===== config.mk =====
export PLATFORM = sky130hd
export DESIGN_NAME = swhc_ram
export DESIGN_NICKNAME = d
export VERILOG_FILES = /design/src/hw/rtl/assert_macros.svh /design/src/hw/rtl/swhc_ram.sv
export SDC_FILE = /design/constraint.sdc
export NUM_CORES = 1
export LEC_CHECK = 0
export BUFFER_PORTS_ARGS = -buffer_cell sky130_fd_sc_hd__buf_2
export CORE_ASPECT_RATIO = 1.1
export CORE_MARGIN = 1.5
export CORE_UTILIZATION = 60
export CTS_CLUSTER_DIAMETER = 80
export CTS_CLUSTER_SIZE = 20
export DETAILED_ROUTE_END_ITERATION = 12
export GPL_ROUTABILITY_DRIVEN = 0
export PLACE_DENSITY = 0.86
export SLEW_MARGIN = 20
export SYNTH_ARGS = -nofsm -noshare
export SYNTH_HDL_FRONTEND = slang
export SYNTH_SLANG_ARGS = --single-unit

===== constraint.sdc =====
create_clock -name clk -period 5.4 [get_ports clk]
set_clock_uncertainty 0.05 [all_clocks]
set_input_delay 0.54 -clock clk [delete_from_list [all_inputs] [get_ports clk]]
set_output_delay 0.54 -clock clk [all_outputs]
set_load 0.02 [all_outputs]

===== src/hw/rtl/assert_macros.svh =====
// assertion helpers used by the top rtl file
`ifndef ASSERT_MACROS_SVH
`define ASSERT_MACROS_SVH

// property holds on every rising clock edge outside reset
`define SWHC_ASSERT(lbl, prop) \
  lbl: assert property (@(posedge clk) disable iff (!rst_n) (prop)) \
    else $error("assertion failed");

// consequent holds in the cycle after the antecedent
`define SWHC_ASSERT_NEXT(lbl, ante, cons) \
  lbl: assert property (@(posedge clk) disable iff (!rst_n) (ante) |=> (cons)) \
    else $error("assertion failed");

`endif


===== src/hw/rtl/swhc_ram.sv =====
// ----------------------------------------------------------------------------
// swhc_ram
// Generic single write port, single read port RAM with registered read.
// ----------------------------------------------------------------------------
module swhc_ram #(
  parameter int WIDTH = 8,
  parameter int DEPTH = 16
) (
  input  logic                     clk,
  input  logic                     wr_en,
  input  logic [$clog2(DEPTH)-1:0] wr_addr,
  input  logic [WIDTH-1:0]         wr_data,
  input  logic                     rd_en,
  input  logic [$clog2(DEPTH)-1:0] rd_addr,
  output logic [WIDTH-1:0]         rd_data
);

  logic [WIDTH-1:0] mem_r [DEPTH];
  logic [WIDTH-1:0] rd_data_r;

  always_ff @(posedge clk) begin
    if (wr_en) begin
      mem_r[wr_addr] <= wr_data;
    end
    if (rd_en) begin
      rd_data_r <= mem_r[rd_addr];
    end
  end

  assign rd_data = rd_data_r;

endmodule


==> flow_summary.json, run 1 <==
{
  "placed_area_um2": 5440,
  "min_path_type": "in -> reg",
  "finalPower_uw": 2350,
  "drc": 0,
  "finalSetupTns_ns": 0,
  "initial_core_util": 0.622,
  "hold_ws_ns": 0.353,
  "gr-usage-all-layers": 0.239,
  "power.leakage_uw": 0.00199,
  "critPathMaxFanout": 32,
  "die_w_um": 92.0,
  "timing.final.crit_period_ns": 2.13,
  "postRouteAntennaNets": 0,
  "worstSetupPathType": "in -> reg",
  "synth_fp_nets": 248,
  "layout_commonest_cell": "edfxtp_1",
  "finalCritPeriodShare": 0.395,
  "netlist_area_um2": 5230,
  "start_kind": "input pin",
  "layout_common_cells": "136 x edfxtp_1, 26 x buf_2, 18 x mux4_2",
  "dr.pass1.iters": 5,
  "status": "completed",
  "worst_setup_path_end_kind": "flip-flop",
  "synth_cell_type_count": 18,
  "htreeDepth": 4,
  "worst_slew_pin_slew_ns": 1.04,
  "cts_hold_buf": 0,
  "syn_avg_cell_area_um2": 22.8,
  "diodes": 0,
  "max-cap-violations": 0,
  "cts_sinks": 136,
  "clk_pin_slew_ns": 0.07,
  "worstPathRequired_ns": 5.62,
  "drt-initial-drc-count": 238,
  "clockRootBuffer": "clkbuf_8",
  "die_h_um": 101,
  "postSynthCellCount": 229,
  "ys_warn_count": 0,
  "detail_route.wirelength_um": 10000,
  "cts_buffer_depth": 2,
  "syn2layout_area_growth_pct": 14.5,
  "cts_resized": 0,
  "vias_per_cell": 6.41,
  "grt_remaining_overflow": 0,
  "grt_max_degree": 33,
  "antenna_found_initial": 0,
  "finalSetupViolations": 0,
  "finalHoldViolations": 0,
  "cts_tree": "done",
  "cts_buffers": 17,
  "p_per_area_nw_per_um2": 393,
  "slew_violations": 0,
  "ys_seq_area_frac": 0.781,
  "drive_gt1_frac": 0.289,
  "max_freq_mhz": 469,
  "ios": 27,
  "arrival_ns": 2.35,
  "first_global_vias": 2566,
  "nNetsFinal": 286,
  "clk_latency_ns": 0.51,
  "synth-seq-cells": 136,
  "die-area_um2": 9280,
  "core_area_um2": 8410,
  "wl_per_cell_um": 25.7,
  "grt_first_pass_wirelength_um": 15200,
  "finalInstanceArea_um2": 5990,
  "dp_hpwl_um": 6000,
  "port_buffers": 26,
  "rsz0062_at_grt": "false",
  "vias": 2507,
  "rows": 35,
  "cts_setup_buffers": 0,
  "max-slew-margin-rel": 0.308,
  "ir_drop_uv": 278
}
-- flip-flops by register name (all words and copies together) (netlist names) --
signal,count
rd_data,8
mem_r,128
-- critical path, stage by stage --
cell and delay [ns]:
buf_2 0.77, mux4_1 0.65, a22oi_1 0.28, nand2_1 0.09
-- power by group --
group	internal, uW	switching (uW)
Sequential	1190	6.89
Combinational	41.5	66.7
Clock	582	467
Total	1810	541
-- final cells by class --
| class | count | area, um2 |
|---|---|---|
| sequential | 136 | 4080 |
| timing repair buffer | 29 | 153 |
| multi-input combinational | 83 | 1060 |
| tap | 111 | 139 |
| clock buffer | 17 | 414 |
| clock inverter | 15 | 134 |
| fill | 500 | 2420 |
-- Yosys cell counts --
| cell | number | area share |
|---|---|---|
| nor2_1 | 13 | 0.0093 |
| nand3b_1 | 2 | 0.0029 |
| mux4_1 | 14 | 0.070 |
| mux4_2 | 18 | 0.078 |
| buf_6 | 3 | 0.0065 |
| nand2b_1 | 2 | 0.0024 |
| and2_1 | 1 | 0.0012 |
| nand2_1 | 9 | 0.0065 |
| or3b_2 | 1 | 0.0017 |
| clkdlybuf4s25_2 | 3 | 0.0057 |
| buf_4 | 1 | 0.0014 |
| buf_2 | 3 | 0.0029 |
| and2b_1 | 1 | 0.0014 |
| a22oi_1 | 16 | 0.023 |
| nand3_1 | 1 | 0.00096 |
| edfxtp_1 | 136 | 0.78 |
| nor3_1 | 4 | 0.0038 |
| nor2b_1 | 1 | 0.0012 |
-- routing by layer --
metal,vias up,track usage,part of all wire
met3,15,0.0618,0.083
met1,1271,0.331,0.40
li1,1062,-,-
met4,0,0.0911,0.016
met2,159,0.374,0.50
met5,-,0,0
-- cells by family (layout without fill, tap and decap cells) --
kind of cell | after synthesis | in the layout | share of synthesized area
AND/OR/NAND/NOR | 35 | 35 | 0.0314
buffers and inverters | 10 | 61 | 0.0165
AO/OA/AOI/OAI | 16 | 16 | 0.0230
multiplexers | 32 | 32 | 0.148
flip-flops | 136 | 136 | 0.781
-- worst paths after layout --
| check | start | to | slack, ns | cells after the start |
|---|---|---|---|---|
| worst max-delay path | rd_addr[0] | rd_data[5]$_DFFE_PP_ | 3.27 | 4 |
| worst min-delay path | rd_en | rd_data[5]$_DFFE_PP_ | 0.35 | 1 |
| worst max register to register | mem_r[2][5]$_DFFE_PP_ | rd_data[5]$_DFFE_PP_ | 3.87 | 3 |
| worst min register to register | mem_r[14][6]$_DFFE_PP_ | rd_data[6]$_DFFE_PP_ | 0.70 | 3 |
-- through the flow --
stage | cells | util | worst slack (ns)
6_report | 391 | 0.712 | 3.27
5_1_grt | 391 | 0.712 | 3.12
4_1_cts | 391 | 0.712 | 3.26
3_5_place_dp | 359 | 0.647 | 2.70
3_3_place_gp | 359 | 0.646 | 2.70
2_1_floorplan | 229 | - | 3.32
(Power assumes the default switching activity.)
==> run 2: changes to the inputs <==
Clock period 5.4 ns to 2 ns, I/O delays scaled along.
==> flow_summary.json, run 2 (synthesized netlist as in run 1, its figures left out) <==
{
  "grt_max_degree": 33,
  "finalSetupViolations": 0,
  "clk_pin_slew_ns": 0.06,
  "min_path_type": "in -> reg",
  "finalHoldViolations": 0,
  "gr-usage-all-layers": 0.252,
  "clockRootBuffer": "clkbuf_8",
  "cts_tree": "done",
  "worstSetupPathType": "reg -> reg",
  "htreeDepth": 4,
  "regMostFlops": "mem_r",
  "cp_slowest_cell": "mux4_2",
  "die-area_um2": 9280,
  "initial_core_util": 0.622,
  "worstPathRequired_ns": 2.22,
  "die_h_um": 101,
  "worst_slew_pin_slew_ns": 0.393,
  "cts_buffer_depth": 2,
  "layout_commonest_cell": "edfxtp_1",
  "worst_setup_path_end_kind": "flip-flop",
  "dp.cells": 377,
  "core_area_um2": 8410,
  "cts_setup_buffers": 0,
  "critPathMaxFanout": 1,
  "finalSetupTns_ns": 0,
  "ir_drop_uv": 928,
  "critPathMaxStageDelay_ns": 0.55,
  "drt-initial-drc-count": 285,
  "cts_buffers": 17,
  "p_per_area_nw_per_um2": 1080,
  "cts_sinks": 136,
  "port_buffers": 26,
  "ios": 27,
  "syn2layout_area_growth_pct": 19.5,
  "max_freq_mhz": 597,
  "rows": 35,
  "timing.final.crit_period_ns": 1.67,
  "dp_hpwl_um": 6090,
  "start_kind": "flip-flop",
  "hold_ws_ns": 0.0203,
  "drc": 0,
  "detail_route.wirelength_um": 10600,
  "rsz0062_at_grt": "false",
  "cts_resized": 0,
  "first_global_vias": 2679,
  "largest_register_ffs": 128,
  "arrival_ns": 1.90,
  "clk_latency_ns": 0.53,
  "crit_chain": "mux4_2 > a22oi_1 > nand2_1",
  "antenna_found_initial": 0,
  "nNetsFinal": 308,
  "power.leakage_uw": 0.00214,
  "vias": 2604,
  "postRouteAntennaNets": 0,
  "max-cap-violations": 0,
  "die_w_um": 92.0,
  "status": "completed",
  "layout_common_cells": "136 x edfxtp_1, 26 x buf_2, 19 x buf_4",
  "drive_gt1_frac": 0.318,
  "finalCritPeriodShare": 0.837,
  "wl_per_cell_um": 25.6,
  "max-slew-margin-rel": 0.738,
  "grt_first_pass_wirelength_um": 15900,
  "grt_remaining_overflow": 0,
  "dr.pass1.iters": 5,
  "diodes": 0,
  "vias_per_cell": 6.31,
  "slew_violations": 0,
  "fin_cells": 413
}
==> run 2: changes by cell type in the layout (fill, tap and decap cells not counted), sizes merged <==
cell / previous run / this run
dlygate4sd3: 0 / 4
clkinvlp: 3 / 2
clkinv: 4 / 5
buf: 29 / 47
bufinv: 0 / 4
inv: 8 / 3
clkbuf: 17 / 18
==> run 2: cell type report <==
class	count	area, um2
clock buffer	18	418
fill	489	2160
tap	111	139
clock inverter	14	196
multi-input combinational	83	1060
timing repair buffer	51	353
sequential	136	4080
==> run 2: where the power goes <==
part,internal (uW),switching (uW),leakage (uW)
Combinational,133,185,0.000611
Sequential,3210,19.2,0.00124
Clock,2030,1170,0.000294
==> run 2: metrics by stage <==
stage                      util  area [um2]  worst slack [ns]  power (uW)
after global routing      0.743        6250             0.239        6930
final                     0.743        6250             0.325        6760
after CTS                 0.743        6250             0.318        6790
after floorplan               -        5230             0.257        3460
after detailed placement  0.665        5590             0.168        3600
after global placement    0.665        5590             0.187        3580
==> run 2: worst paths after layout <==
| path | to | slack, ns | cells past startpoint | startpoint |
|---|---|---|---|---|
| hold reg to reg | rd_data[6]$_DFFE_PP_ | 0.71 | 3 | mem_r[15][6]$_DFFE_PP_ |
| setup / recovery | rd_data[7]$_DFFE_PP_ | 0.33 | 3 | mem_r[3][7]$_DFFE_PP_ |
| hold / removal | mem_r[15][6]$_DFFE_PP_ | 0.02 | 1 | wr_data[6] |
| setup reg to reg | rd_data[7]$_DFFE_PP_ | 0.33 | 3 | mem_r[3][7]$_DFFE_PP_ |
==> run 2: what timing repair did <==
item,4_1_cts,5_1_grt
setup endpoints to repair,0,0
hold buffers,4,0
endpoints found under the hold margin,33,0
==> run 2: worst max-delay path: cells and delay by family (launching register included) <==
family / cells / cell delay (ns)
muxes: 1 / 0.55
and+or+nand+nor: 1 / 0.10
DFF: 1 / 0.44
AOI/OAI and AO/OA: 1 / 0.29
==> run 2: layer usage <==
metal | global-route usage | wire, um | up-vias
li1 | - | - | 1102
met2 | 0.421 | 5690 | 139
met4 | 0.104 | 223 | 0
met5 | 0 | 0 | -
met3 | 0.0633 | 615 | 20
met1 | 0.320 | 4060 | 1343
